File: config.mk
export PLATFORM = sky130hd
export DESIGN_NAME = wlan_mgmt_attack_window_monitor_top_flat
export DESIGN_NICKNAME = d
export VERILOG_FILES = /design/src/hw/rtl/wmawm_pkg.sv /design/src/hw/rtl/wmawm_if.sv /design/src/hw/rtl/wlan_mgmt_attack_window_monitor_top.sv /design/src/flat_wrapper.sv
export SDC_FILE = /design/constraint.sdc
export NUM_CORES = 1
export LEC_CHECK = 0
export BUFFER_PORTS_ARGS = -buffer_cell sky130_fd_sc_hd__buf_2
export CAP_MARGIN = 0
export CELL_PAD_IN_SITES_DETAIL_PLACEMENT = 0
export CELL_PAD_IN_SITES_GLOBAL_PLACEMENT = 1
export CORE_ASPECT_RATIO = 0.6
export CORE_MARGIN = 2
export CORE_UTILIZATION = 51
export CTS_BUF_LIST = sky130_fd_sc_hd__clkbuf_8
export DETAILED_ROUTE_END_ITERATION = 10
export GPL_TIMING_DRIVEN = 0
export PLACE_DENSITY_LB_ADDON = 0.1
export SLEW_MARGIN = 5
export SYNTH_ARGS = -nofsm -noshare
export SYNTH_HDL_FRONTEND = slang
export SYNTH_SLANG_ARGS = --single-unit
File: constraint.sdc
create_clock -name clk -period 6.9 [get_ports clk]
set_input_delay 0.345 -clock clk [delete_from_list [all_inputs] [get_ports clk]]
set_output_delay 0.345 -clock clk [all_outputs]
set_load 0.005 [all_outputs]
File: src/hw/rtl/wmawm_pkg.sv
// Package for the WLAN management attack window monitor.
// Holds widths, frame decode codes, alert encoding and the result record.
// No dependencies.
package wmawm_pkg;

    // Width of the per-window frame counters and their snapshots
    localparam int COUNT_BITS = 16;
    localparam logic [COUNT_BITS-1:0] CNT_MAX = {COUNT_BITS{1'b1}};

    // Configuration register indexes
    localparam int CFG_IDX_BITS = 3;
    localparam int CFG_DATA_BITS = 32;
    typedef enum logic [CFG_IDX_BITS-1:0] {
        CFG_DEAUTH_THR = 3'd0,
        CFG_BEACON_THR = 3'd1,
        CFG_PROBE_THR  = 3'd2,
        CFG_WINDOW_MS  = 3'd3,
        CFG_COOLDOWN   = 3'd4
    } cfg_idx_t;

    // Reset values of the configuration registers
    localparam logic [15:0] RST_DEAUTH_THR = 16'd10;
    localparam logic [15:0] RST_BEACON_THR = 16'd100;
    localparam logic [15:0] RST_PROBE_THR  = 16'd50;
    localparam logic [15:0] RST_WINDOW_MS  = 16'd1000;
    localparam logic [31:0] RST_COOLDOWN   = 32'd30000;

    // Input item kind
    localparam logic FUNC_FRAME = 1'b0;
    localparam logic FUNC_TICK  = 1'b1;

    // 802.11 frame-control decode
    localparam logic [1:0] FTYPE_MGMT       = 2'h0;
    localparam logic [3:0] SUB_DEAUTH       = 4'hC;
    localparam logic [3:0] SUB_DISASSOC     = 4'hA;
    localparam logic [3:0] SUB_PROBE_REQ    = 4'h4;
    localparam logic [3:0] SUB_BEACON       = 4'h8;

    typedef enum logic [2:0] {
        ALERT_AMBIENT = 3'd0,
        ALERT_DEAUTH  = 3'd1,
        ALERT_BEACON  = 3'd2,
        ALERT_PROBE   = 3'd3,
        ALERT_MULTI   = 3'd4
    } alert_t;

    typedef struct packed {
        alert_t      alert_state;
        logic        window_closed;
        logic [15:0] deauth_in_window;
        logic [15:0] probe_in_window;
        logic [15:0] beacon_in_window;
        logic        alert_logged;
        logic [31:0] alert_time;
        alert_t      alert_kind;
    } result_t;

    // Clamp a counter snapshot to the 16-bit output field
    function automatic logic [15:0] clamp16(input logic [COUNT_BITS-1:0] v);
        logic [31:0] wide;
        wide = 32'(v);
        return (wide > 32'h0000_FFFF) ? 16'hFFFF : wide[15:0];
    endfunction

endpackage

File: src/hw/rtl/wmawm_if.sv
// Channel interfaces of the WLAN management attack window monitor.
// Valid/ready handshake; a transfer happens when both are high.
// No dependencies.
interface wmawm_in_if;
    logic       valid;
    logic       ready;
    logic       func;
    logic [7:0] frame_control;

    modport source (output valid, output func, output frame_control, input ready);
    modport sink   (input valid, input func, input frame_control, output ready);
endinterface

interface wmawm_out_if;
    logic        valid;
    logic        ready;
    logic [2:0]  alert_state;
    logic        window_closed;
    logic [15:0] deauth_in_window;
    logic [15:0] probe_in_window;
    logic [15:0] beacon_in_window;
    logic        alert_logged;
    logic [31:0] alert_time;
    logic [2:0]  alert_kind;

    modport source (output valid, output alert_state, output window_closed,
                    output deauth_in_window, output probe_in_window,
                    output beacon_in_window, output alert_logged,
                    output alert_time, output alert_kind, input ready);
    modport sink   (input valid, input alert_state, input window_closed,
                    input deauth_in_window, input probe_in_window,
                    input beacon_in_window, input alert_logged,
                    input alert_time, input alert_kind, output ready);
endinterface

File: src/hw/rtl/wlan_mgmt_attack_window_monitor_top.sv
// Throughput: one item per cycle while the skid register is free. Each result is
// registered in the result register, or in the skid register while a result stalls;
// this two-entry output buffer keeps input ready registered and lets that item in.
// Reset (rst_n low, asynchronous): all counters, time and snapshots clear, the
// alert returns to ambient, thresholds and window/cooldown take their defaults.
// Depends on wmawm_pkg and wmawm_if.
module wlan_mgmt_attack_window_monitor_top (
    input  logic                             clk,
    input  logic                             rst_n,
    input  logic                             cfg_wr_en,
    input  logic [wmawm_pkg::CFG_IDX_BITS-1:0]  cfg_index,
    input  logic [wmawm_pkg::CFG_DATA_BITS-1:0] cfg_data,
    wmawm_in_if.sink                         item,
    wmawm_out_if.source                      result
);
    import wmawm_pkg::*;

    // Configuration registers
    logic [15:0] deauth_thr_reg;
    logic [15:0] beacon_thr_reg;
    logic [15:0] probe_thr_reg;
    logic [15:0] window_ms_reg;
    logic [31:0] cooldown_reg;

    // Detection state
    logic [31:0]           time_now_reg,     time_now_next;
    logic [15:0]           win_elapsed_reg,  win_elapsed_next;
    logic [COUNT_BITS-1:0] deauth_cnt_reg,   deauth_cnt_next;
    logic [COUNT_BITS-1:0] probe_cnt_reg,    probe_cnt_next;
    logic [COUNT_BITS-1:0] beacon_cnt_reg,   beacon_cnt_next;
    logic [31:0]           since_det_reg,    since_det_next;
    alert_t                cur_alert_reg,    cur_alert_next;
    logic [COUNT_BITS-1:0] last_deauth_reg,  last_deauth_next;
    logic [COUNT_BITS-1:0] last_probe_reg,   last_probe_next;
    logic [COUNT_BITS-1:0] last_beacon_reg,  last_beacon_next;

    // Output buffer: main result register and skid register
    result_t main_res_reg, skid_res_reg;
    logic    main_vld_reg, skid_vld_reg;

    result_t res_next;
    logic    accept;
    logic    pop;
    logic    win_close;
    logic    hit_deauth, hit_probe, hit_beacon;
    logic [1:0] hit_count;
    alert_t  new_alert;
    logic [15:0] elapsed_inc;
    logic [31:0] since_inc;
    logic [1:0]  ftype;
    logic [3:0]  subtype;

    // Input stays open as long as the skid register is free
    assign item.ready = !skid_vld_reg;
    assign accept     = item.valid && item.ready;
    assign pop        = main_vld_reg && result.ready;

    assign ftype   = item.frame_control[3:2];
    assign subtype = item.frame_control[7:4];

    assign elapsed_inc = (win_elapsed_reg == 16'hFFFF) ? win_elapsed_reg
                                                       : win_elapsed_reg + 16'd1;
    assign since_inc   = (since_det_reg == 32'hFFFF_FFFF) ? since_det_reg
                                                          : since_det_reg + 32'd1;
    assign win_close   = (item.func == FUNC_TICK) && (elapsed_inc >= window_ms_reg);

    // Threshold compares run on the live counters, which become the snapshots
    assign hit_deauth = 32'(deauth_cnt_reg) >= 32'(deauth_thr_reg);
    assign hit_probe  = 32'(probe_cnt_reg)  >= 32'(probe_thr_reg);
    assign hit_beacon = 32'(beacon_cnt_reg) >= 32'(beacon_thr_reg);
    assign hit_count  = 2'(hit_deauth) + 2'(hit_probe) + 2'(hit_beacon);

    always_comb
    begin
        priority if (hit_count >= 2'd2)
            new_alert = ALERT_MULTI;
        else if (hit_deauth)
            new_alert = ALERT_DEAUTH;
        else if (hit_beacon)
            new_alert = ALERT_BEACON;
        else
            new_alert = ALERT_PROBE;
    end

    // Next state and result for the item at the input
    always_comb
    begin
        time_now_next    = time_now_reg;
        win_elapsed_next = win_elapsed_reg;
        deauth_cnt_next  = deauth_cnt_reg;
        probe_cnt_next   = probe_cnt_reg;
        beacon_cnt_next  = beacon_cnt_reg;
        since_det_next   = since_det_reg;
        cur_alert_next   = cur_alert_reg;
        last_deauth_next = last_deauth_reg;
        last_probe_next  = last_probe_reg;
        last_beacon_next = last_beacon_reg;
        res_next.window_closed = 1'b0;
        res_next.alert_logged  = 1'b0;
        res_next.alert_time    = 32'd0;
        res_next.alert_kind    = ALERT_AMBIENT;

        if (item.func == FUNC_FRAME)
        begin
            // Count management frames of interest, saturating
            if (ftype == FTYPE_MGMT)
            begin
                priority if (subtype == SUB_DEAUTH || subtype == SUB_DISASSOC)
                    deauth_cnt_next = (deauth_cnt_reg == CNT_MAX) ? deauth_cnt_reg
                                                      : deauth_cnt_reg + COUNT_BITS'(1);
                else if (subtype == SUB_PROBE_REQ)
                    probe_cnt_next = (probe_cnt_reg == CNT_MAX) ? probe_cnt_reg
                                                    : probe_cnt_reg + COUNT_BITS'(1);
                else if (subtype == SUB_BEACON)
                    beacon_cnt_next = (beacon_cnt_reg == CNT_MAX) ? beacon_cnt_reg
                                                      : beacon_cnt_reg + COUNT_BITS'(1);
                else
                    deauth_cnt_next = deauth_cnt_reg;
            end
        end
        else
        begin
            // Advance time; close the window when it has run its length
            time_now_next    = time_now_reg + 32'd1;
            win_elapsed_next = elapsed_inc;
            since_det_next   = since_inc;
            if (win_close)
            begin
                res_next.window_closed = 1'b1;
                win_elapsed_next = 16'd0;
                last_deauth_next = deauth_cnt_reg;
                last_probe_next  = probe_cnt_reg;
                last_beacon_next = beacon_cnt_reg;
                deauth_cnt_next  = '0;
                probe_cnt_next   = '0;
                beacon_cnt_next  = '0;
                if (hit_count != 2'd0)
                begin
                    since_det_next = 32'd0;
                    cur_alert_next = new_alert;
                    if (new_alert != cur_alert_reg)
                    begin
                        res_next.alert_logged = 1'b1;
                        res_next.alert_time   = time_now_next;
                        res_next.alert_kind   = new_alert;
                    end
                end
                else if (cur_alert_reg != ALERT_AMBIENT && since_inc >= cooldown_reg)
                begin
                    cur_alert_next = ALERT_AMBIENT;
                end
            end
        end

        res_next.alert_state      = cur_alert_next;
        res_next.deauth_in_window = clamp16(last_deauth_next);
        res_next.probe_in_window  = clamp16(last_probe_next);
        res_next.beacon_in_window = clamp16(last_beacon_next);
    end

    // Configuration writes; indexes beyond the list are dropped
    always_ff @(posedge clk or negedge rst_n)
    begin
        if (!rst_n)
        begin
            deauth_thr_reg <= RST_DEAUTH_THR;
            beacon_thr_reg <= RST_BEACON_THR;
            probe_thr_reg  <= RST_PROBE_THR;
            window_ms_reg  <= RST_WINDOW_MS;
            cooldown_reg   <= RST_COOLDOWN;
        end
        else if (cfg_wr_en)
        begin
            unique case (cfg_idx_t'(cfg_index))
                CFG_DEAUTH_THR: deauth_thr_reg <= cfg_data[15:0];
                CFG_BEACON_THR: beacon_thr_reg <= cfg_data[15:0];
                CFG_PROBE_THR:  probe_thr_reg  <= cfg_data[15:0];
                CFG_WINDOW_MS:  window_ms_reg  <= cfg_data[15:0];
                CFG_COOLDOWN:   cooldown_reg   <= cfg_data[31:0];
                default:        deauth_thr_reg <= deauth_thr_reg;
            endcase
        end
    end

    // Detection state: update on every input transfer
    always_ff @(posedge clk or negedge rst_n)
    begin
        if (!rst_n)
        begin
            time_now_reg    <= 32'd0;
            win_elapsed_reg <= 16'd0;
            deauth_cnt_reg  <= '0;
            probe_cnt_reg   <= '0;
            beacon_cnt_reg  <= '0;
            since_det_reg   <= 32'd0;
            cur_alert_reg   <= ALERT_AMBIENT;
            last_deauth_reg <= '0;
            last_probe_reg  <= '0;
            last_beacon_reg <= '0;
        end
        else if (accept)
        begin
            time_now_reg    <= time_now_next;
            win_elapsed_reg <= win_elapsed_next;
            deauth_cnt_reg  <= deauth_cnt_next;
            probe_cnt_reg   <= probe_cnt_next;
            beacon_cnt_reg  <= beacon_cnt_next;
            since_det_reg   <= since_det_next;
            cur_alert_reg   <= cur_alert_next;
            last_deauth_reg <= last_deauth_next;
            last_probe_reg  <= last_probe_next;
            last_beacon_reg <= last_beacon_next;
        end
    end

    // Output buffer valid bits
    always_ff @(posedge clk or negedge rst_n)
    begin
        if (!rst_n)
        begin
            main_vld_reg <= 1'b0;
            skid_vld_reg <= 1'b0;
        end
        else if (skid_vld_reg)
        begin
            // Skid full: input is held off; drain skid into main on transfer
            if (pop)
                skid_vld_reg <= 1'b0;
        end
        else if (accept)
        begin
            if (main_vld_reg && !pop)
                skid_vld_reg <= 1'b1;
            main_vld_reg <= 1'b1;
        end
        else if (pop)
        begin
            main_vld_reg <= 1'b0;
        end
    end

    // Output buffer payload, no reset needed
    always_ff @(posedge clk)
    begin
        if (skid_vld_reg)
        begin
            if (pop)
                main_res_reg <= skid_res_reg;
        end
        else if (accept)
        begin
            if (main_vld_reg && !pop)
                skid_res_reg <= res_next;
            else
                main_res_reg <= res_next;
        end
    end

    assign result.valid            = main_vld_reg;
    assign result.alert_state      = main_res_reg.alert_state;
    assign result.window_closed    = main_res_reg.window_closed;
    assign result.deauth_in_window = main_res_reg.deauth_in_window;
    assign result.probe_in_window  = main_res_reg.probe_in_window;
    assign result.beacon_in_window = main_res_reg.beacon_in_window;
    assign result.alert_logged     = main_res_reg.alert_logged;
    assign result.alert_time       = main_res_reg.alert_time;
    assign result.alert_kind       = main_res_reg.alert_kind;

    // Skid register only fills behind a full main register
    a_skid_behind_main: assert property (@(posedge clk) disable iff (!rst_n)
        skid_vld_reg |-> main_vld_reg)
        else $error("skid register valid while result register empty");

    // A logged alert comes only from a window close and matches the new state
    a_log_consistent: assert property (@(posedge clk) disable iff (!rst_n)
        (main_vld_reg && main_res_reg.alert_logged) |->
        (main_res_reg.window_closed && main_res_reg.alert_kind == main_res_reg.alert_state
         && main_res_reg.alert_kind != ALERT_AMBIENT))
        else $error("logged alert without matching window close");

    // Closing a window clears all frame counters
    a_close_clears: assert property (@(posedge clk) disable iff (!rst_n)
        (accept && win_close) |=>
        (deauth_cnt_reg == '0 && probe_cnt_reg == '0 && beacon_cnt_reg == '0
         && win_elapsed_reg == 16'd0))
        else $error("counters not cleared at window close");

    // Alert state changes only on a window close
    a_alert_on_close: assert property (@(posedge clk) disable iff (!rst_n)
        !(accept && win_close) |=> $stable(cur_alert_reg))
        else $error("alert state changed outside a window close");

endmodule
File: src/flat_wrapper.sv
// flat-port wrapper written by rule: the top's interface ports become plain ports
module wlan_mgmt_attack_window_monitor_top_flat import wmawm_pkg::*;
  (clk, rst_n, cfg_wr_en, cfg_index, cfg_data, item_valid, item_func, item_frame_control, item_ready, result_valid, result_alert_state, result_window_closed, result_deauth_in_window, result_probe_in_window, result_beacon_in_window, result_alert_logged, result_alert_time, result_alert_kind, result_ready);
  wmawm_in_if item_i ();
  wmawm_out_if result_i ();
  input  logic clk;
  input  logic rst_n;
  input  logic cfg_wr_en;
  input  logic [wmawm_pkg::CFG_IDX_BITS-1:0] cfg_index;
  input  logic [wmawm_pkg::CFG_DATA_BITS-1:0] cfg_data;
  input wire logic [$bits(item_i.valid)-1:0] item_valid;
  input wire logic [$bits(item_i.func)-1:0] item_func;
  input wire logic [$bits(item_i.frame_control)-1:0] item_frame_control;
  output wire logic [$bits(item_i.ready)-1:0] item_ready;
  output wire logic [$bits(result_i.valid)-1:0] result_valid;
  output wire logic [$bits(result_i.alert_state)-1:0] result_alert_state;
  output wire logic [$bits(result_i.window_closed)-1:0] result_window_closed;
  output wire logic [$bits(result_i.deauth_in_window)-1:0] result_deauth_in_window;
  output wire logic [$bits(result_i.probe_in_window)-1:0] result_probe_in_window;
  output wire logic [$bits(result_i.beacon_in_window)-1:0] result_beacon_in_window;
  output wire logic [$bits(result_i.alert_logged)-1:0] result_alert_logged;
  output wire logic [$bits(result_i.alert_time)-1:0] result_alert_time;
  output wire logic [$bits(result_i.alert_kind)-1:0] result_alert_kind;
  input wire logic [$bits(result_i.ready)-1:0] result_ready;
  assign item_i.valid = item_valid;
  assign item_i.func = item_func;
  assign item_i.frame_control = item_frame_control;
  assign item_ready = item_i.ready;
  assign result_valid = result_i.valid;
  assign result_alert_state = result_i.alert_state;
  assign result_window_closed = result_i.window_closed;
  assign result_deauth_in_window = result_i.deauth_in_window;
  assign result_probe_in_window = result_i.probe_in_window;
  assign result_beacon_in_window = result_i.beacon_in_window;
  assign result_alert_logged = result_i.alert_logged;
  assign result_alert_time = result_i.alert_time;
  assign result_alert_kind = result_i.alert_kind;
  assign result_i.ready = result_ready;
  wlan_mgmt_attack_window_monitor_top u_core (.clk(clk), .rst_n(rst_n), .cfg_wr_en(cfg_wr_en), .cfg_index(cfg_index), .cfg_data(cfg_data), .item(item_i), .result(result_i));
endmodule
After elaboration in Yosys (flattened, before gate mapping)
Cells that the tools add are included.

Memories kept: 0. Memory bits (writable): 0. Latch bits: 0. Memory bits (read-only): 0. Register bits after elaboration: 453. Output and inout bits: 90.

Bitwise logic cells: 1. Equality and inequality tests: 22. Divide/modulo/power cells: 0. $lt $le $gt $ge: 6. $add $sub $neg: 8. Reduce and logical (&&, ||, !) cells: 30. Shifts and indexed selects: 0. $mul: 0. Muxes and demuxes: 50.

Operators by type and width (count): 16-bit two-way mux (24); 88-bit two-way mux (4); 36-bit two-way mux (4); 32-bit two-way mux (3); 16-bit by 1-bit adder with 16-bit output (second input constant) (4); 32-bit by 1-bit adder with 32-bit output (second input constant) (2); 16-bit equality test (second input constant) (4); 16-bit >= comparator (4); 32-bit equality test (second input constant) (1); 32-bit >= comparator (1); 3-bit two-way mux (5); 2-bit AND reduction (7); 2-bit nonzero test (7); 4-bit equality test (second input constant) (3); 2-bit inequality test (second input constant) (6); 1-bit two-way mux (9); 7-bit AND reduction (1); 3-bit by 2-bit equality test with 1-bit output (second input constant) (2); 3-bit AND reduction (2); 6-bit AND reduction (1); 1-bit logical AND (5); 5-bit AND reduction (1); 4-bit by 3-bit equality test with 1-bit output (second input constant) (1); 2-bit by 1-bit inequality test with 1-bit output (second input constant) (2); other kinds (13) (14).

Logic depth before layout (Yosys ltp)
Word-level depth: 13. Gate-level depth with buffers: 18. Mapped depth without buffers: 16.

Worst setup path after synthesis
OpenSTA, ideal clock, no wires.

Kind: register to register. From: register u_core.skid_vld_reg. To: register u_core.main_res_reg, in the netlist u_core.result.alert_kind[0], enable pin. Buffers on the path: 3. Stages on the path, launching flop included: 7. Setup slack: 0.704 ns. Required time: 6.336 ns. Data arrival time: 5.632 ns. Cell sequence: dfrtp_1 -> nor2b_1 -> clkbuf_1 -> clkbuf_1 -> buf_1 -> a21oi_1 -> a21oi_1.

Longest elaborated chain between the ends: 4.

Ends and longest elaborated chain: start: declaration (RTL line wlan_mgmt_attack_window_monitor_top.sv:39) `logic main_vld_reg, skid_vld_reg;`; start signal: assignment (RTL line wlan_mgmt_attack_window_monitor_top.sv:222) `skid_vld_reg <= 1'b0;`; start signal: assignment (RTL line wlan_mgmt_attack_window_monitor_top.sv:228) `skid_vld_reg <= 1'b0;`; start signal: assignment (RTL line wlan_mgmt_attack_window_monitor_top.sv:233) `skid_vld_reg <= 1'b1;`; 1-bit logical NOT (RTL line wlan_mgmt_attack_window_monitor_top.sv:54) `assign item.ready = !skid_vld_reg;`; 1-bit logical AND (RTL line wlan_mgmt_attack_window_monitor_top.sv:55) `assign accept = item.valid && item.ready;`; 2-bit nonzero test (no line); 3-bit AND reduction (no line) *; end signal: assignment (RTL line wlan_mgmt_attack_window_monitor_top.sv:248) `main_res_reg <= skid_res_reg;`; end signal: assignment (RTL line wlan_mgmt_attack_window_monitor_top.sv:255) `main_res_reg <= res_next;`; end: declaration (RTL line wlan_mgmt_attack_window_monitor_top.sv:38) `result_t main_res_reg, skid_res_reg;`.

Mark *: on every way between the ends. The rest lies on a longest branch, timed or not. A chain may end at the register's enable or synchronous reset.

Worst setup path after layout
From: register u_core.win_elapsed_reg[3]. To: register u_core.main_res_reg, in the netlist u_core.result.deauth_in_window[12], data pin.

Longest elaborated chain between the ends: 9.

Ends and longest elaborated chain: start: declaration (RTL line wlan_mgmt_attack_window_monitor_top.sv:27) `logic [15:0] win_elapsed_reg, win_elapsed_next;`; start signal: assignment (RTL line wlan_mgmt_attack_window_monitor_top.sv:204) `win_elapsed_reg <= win_elapsed_next;`; 16-bit by 1-bit adder with 16-bit output / 16-bit equality test (equally long branches) (RTL line wlan_mgmt_attack_window_monitor_top.sv:62, wlan_mgmt_attack_window_monitor_top.sv:61); 16-bit two-way mux * (RTL line wlan_mgmt_attack_window_monitor_top.sv:61) `assign elapsed_inc = (win_elapsed_reg == 16'hFFFF) ? win_elapsed_reg`; 16-bit >= comparator * (RTL line wlan_mgmt_attack_window_monitor_top.sv:65) `assign win_close = (item.func == FUNC_TICK) && (elapsed_inc >= window_ms_reg);`; 1-bit logical AND * (RTL line wlan_mgmt_attack_window_monitor_top.sv:65); 16-bit two-way mux * (RTL line wlan_mgmt_attack_window_monitor_top.sv:127) `if (win_close)`; 16-bit two-way mux * (RTL line wlan_mgmt_attack_window_monitor_top.sv:103) `if (item.func == FUNC_FRAME)`; net u_core.last_deauth_next[12] (RTL line wlan_mgmt_attack_window_monitor_top.sv:33) `logic [COUNT_BITS-1:0] last_deauth_reg, last_deauth_next;`; 88-bit two-way mux * (RTL line wlan_mgmt_attack_window_monitor_top.sv:252) `if (main_vld_reg && !pop)`; 88-bit two-way mux * (RTL line wlan_mgmt_attack_window_monitor_top.sv:250) `else if (accept)`; 88-bit two-way mux * (RTL line wlan_mgmt_attack_window_monitor_top.sv:245) `if (skid_vld_reg)`.

Mark *: on every way through the listed nets, which the timed path passes. The rest lies on a longest branch. The select of a mux whose other input is x is not followed.

==> out/qor.csv <==
stage;metric;value;unit
floorplan;ios;139;
floorplan;fp.dieH;167;um
global_routing;grt_overflow;0;
pwr;seqPwrFrac;47.6;%
sta;finalCritPeriodShare;78.2;%
synth;syn_area;22400;um^2
cells_and_area;fin_util;59.1;%
synth;async_reset_ff_share;61.1;%
critical_path;critical_path.max_fanout;10;
floorplan;rows;59;
cells_and_area;largest_register_ffs;88;
outcome;outcome;finished, final reports clean;
pwr;power_switching;2.21;mW
routing;routed_wl;56300;um
global_routing;grt_max_degree;103;
sta;tightest_slew;0.955;ns
floorplan;start_util;51.7;%
global_routing;grt_pass1_wl;89000;um
critical_path;cp-start-kind;register;
sta;setup_viol;0;
critical_path;reg2reg_to;u_core.result.deauth_in_window[12];
flow_run;cap_violations;0;
pwr;pwr-share-comb;21.3;%
sta;timing.fmax;185;MHz
routing;ant_nets;0;
routing;vias;16600;
pwr;switching_share;29.9;%
routing;drtIter0Drc;1352;
cells_and_area;nets;2411;
cts;cts.reportedPaths.clkPinSlew;0.07;ns
min_path;min_path_cells;3;
pwr;intPower;5.20;mW
pwr;ir_drop;0.000297;V
cells_and_area;area_growth;14.3;%
placed_design;io_buffers;136;
critical_path;timing.rr.start;u_core.win_elapsed_reg[3];
sta;slew_violations;0;
sta;post-route-min-period;5.40;ns
routing;wire_per_inst;19.4;um
routing;avgViaCountPerCell;5.72;
pwr;leakage;11.2;nW
critical_path;crit_arrival;5.75;ns
synth;synth-edff-count;176;
global_routing;antenna_found_initial;1;
placed_design;dp.cells;2745;
synth;synth_nets;2176;
synth;synth_area_leader_cell;dfrtp_1;
critical_path;r2r_cells;16;
sta;timing.final.hold_violations;0;
critical_path;crit_type;register to register;
cts;cts_buffer_depth;3;
sta;rsz0062_at_grt;false;
synth;synth_cells;2023;
synth;synth.distinct_cells;65;
critical_path;reg2reg_slack;1.50;ns
floorplan;die-area;45800;um^2
synth;synth-seq-area-share;54.5;%
routing;drc;0;
cts;cts_root_buf;clkbuf_8;
sta;skew;0.0317;ns
cells_and_area;layout-drive-gt1-share;19.3;%
cells_and_area;instances_no_fill;2895;
placed_design;gp_congestion;0.834;
critical_path;worstSetupStartpoint;u_core.win_elapsed_reg[3];
global_routing;grt_pass1_vias;15800;
placed_design;dp_hpwl;40400;um
pwr;p_per_area;289;nW/um^2
synth;syn_area_per_cell;11.1;um^2
cts;clk_latency;0.63;ns
synth;synthTopCellsByArea;dfrtp_1 (29%), edfxtp_1 (24%), mux2_2 (8.4%), ha_1 (5.7%), o21ai_0 (4.2%);
critical_path;end_kind;register;
sta;max-slew-margin-rel;36.3;%
synth;ys.flop_type;dfrtp_1;
synth;synth_warnings;0;
floorplan;coreArea;43400;um^2
pwr;pwr-share-clk;31.1;%
cts;ctsHtreeMaxLevel;3;
cts;numCtsBuffers;71;
synth;ys_ff_latch;453;
floorplan;die_w;275;um
synth;synth_top_area_share;28.5;%
min_path;hold_class;input port to register;
cts;clock_sinks;453;
critical_path;required;7.26;ns
critical_path;worstSetupEndpoint;u_core.result.deauth_in_window[12];
global_routing;grt.total_usage;24.9;%
cts;cts_tree;done;
routing;dr.pass1.iters;7;
==> logic make-up after synthesis <==
kind of cell,share of synthesized area [%]
XOR/XNOR,4.06
AO/OA/AOI/OAI,11.4
AND/OR/NAND/NOR,12.1
flip-flops,54.5
buffers and inverters,3.41
multiplexers,8.65
adder cells (fa/ha/maj),5.83
==> power by group through the flow <==
stage / registers [mW] / clock network, mW / logic, mW
floorplan: 3.62 / 0 / 0.881
global placement: 3.63 / 0 / 1.47
detailed placement: 3.58 / 0 / 1.58
CTS: 3.53 / 2.36 / 1.60
global route: 3.58 / 2.48 / 1.77
finish: 3.53 / 2.31 / 1.58
==> critical path, stage by stage (launching register included) <==
cell and delay (ns):
dfrtp_1 0.36, clkbuf_1 0.18, and4_1 0.27, and4_1 0.30, a21oi_1 0.54, and4_1 0.33, xor2_1 0.19, ha_1 0.26
a21oi_1 0.13, o21ai_0 0.12, a221o_1 0.40, a21o_1 0.17, nand2_1 0.47, inv_2 0.29, clkbuf_1 0.42, mux2_2 0.42
mux2_2 0.27
==> per-stage QoR <==
stage               TNS (ns)  total power [mW]  area, um^2  setup WS [ns]  hold WS [ns]
finish                     0              7.42       25700           1.50        0.0513
global route               0              7.82       25700           1.15        0.0368
CTS                        0              7.49       25700           1.55       0.00873
detailed placement         0              5.16       24000           1.57         0.463
global placement     -183.77              5.10       23900          -2.11         0.476
floorplan                  0              4.50       22400          0.704        0.0494
==> worst min-delay path by stage <==
stage                                 start                        to  slack, ns
detailed placement                    rst_n   u_core.time_now_reg[17]       0.46
global route                    cfg_data[4]    u_core.cooldown_reg[4]       0.04
floorplan                             rst_n  u_core.beacon_cnt_reg[0]       0.05
finish                          cfg_data[1]   u_core.probe_thr_reg[1]       0.05
global placement    u_core.time_now_reg[31]   u_core.time_now_reg[31]       0.48
CTS                             cfg_data[4]    u_core.cooldown_reg[4]      0.009
==> cells in the mapped netlist, drive strengths merged, types with 16 or more instances <==
cell type	instances
a21o	20
a21oi	79
and2	16
and3	30
and4	20
clkbuf	84
dfrtp	256
dfstp	21
edfxtp	176
ha	103
inv	109
mux2	168
nand2	230
nand3	63
nand4	31
nor2	95
o21ai	190
o31ai	43
or3	18
or4	19
xnor2	65
xor2	39
==> cells in the final DEF (no fill, tap or decap), types with 7 or more instances in the layout <==
| cell | instances |
|---|---|
| and4_1 | 20 |
| ha_1 | 103 |
| dfstp_2 | 21 |
| nand2_1 | 230 |
| a31oi_1 | 12 |
| nor2_1 | 95 |
| a22o_1 | 14 |
| and2_1 | 16 |
| xor2_1 | 39 |
| o211ai_1 | 9 |
| clkbuf_8 | 87 |
| o31ai_1 | 43 |
| nand2b_1 | 11 |
| clkbuf_1 | 83 |
| o21ai_0 | 187 |
| mux2_2 | 168 |
| a21boi_0 | 10 |
| nor3_1 | 13 |
| nand3_1 | 63 |
| nor2b_1 | 8 |
| a21oi_1 | 77 |
| nand4_1 | 31 |
| a211oi_1 | 7 |
| dfrtp_1 | 256 |
| edfxtp_1 | 176 |
| inv_1 | 135 |
| and3_1 | 29 |
| dlygate4sd3_1 | 19 |
| clkinv_1 | 7 |
| or3_1 | 17 |
| a21o_1 | 20 |
| buf_2 | 139 |
| or4_1 | 19 |
| xnor2_1 | 65 |
==> layer usage <==
metal	track usage, %	vias up	share of wire [%]
met5	0	-	0
met4	6.23	0	1.7
met3	4.69	84	6.8
met2	33.4	500	41
met1	40.7	8234	51
li1	-	7755	-
==> what timing repair did <==
action	4_1_cts	5_1_grt
buffers inserted	0	0
hold endpoints to repair	114	0
hold buffers	19	0
resized for setup	0	0
==> area by class of cell <==
cell class | count | area, um^2
fillers | 3732 | 17700
flip-flops and latches | 453 | 12200
multi-input cells | 1368 | 9460
clock buffers | 87 | 1200
repair buffers | 162 | 1040
well taps | 579 | 724
inverters | 109 | 409
plain buffers | 93 | 355
clock inverters | 43 | 235
diodes | 1 | 2.50
Power figures use the tool's default switching activity.
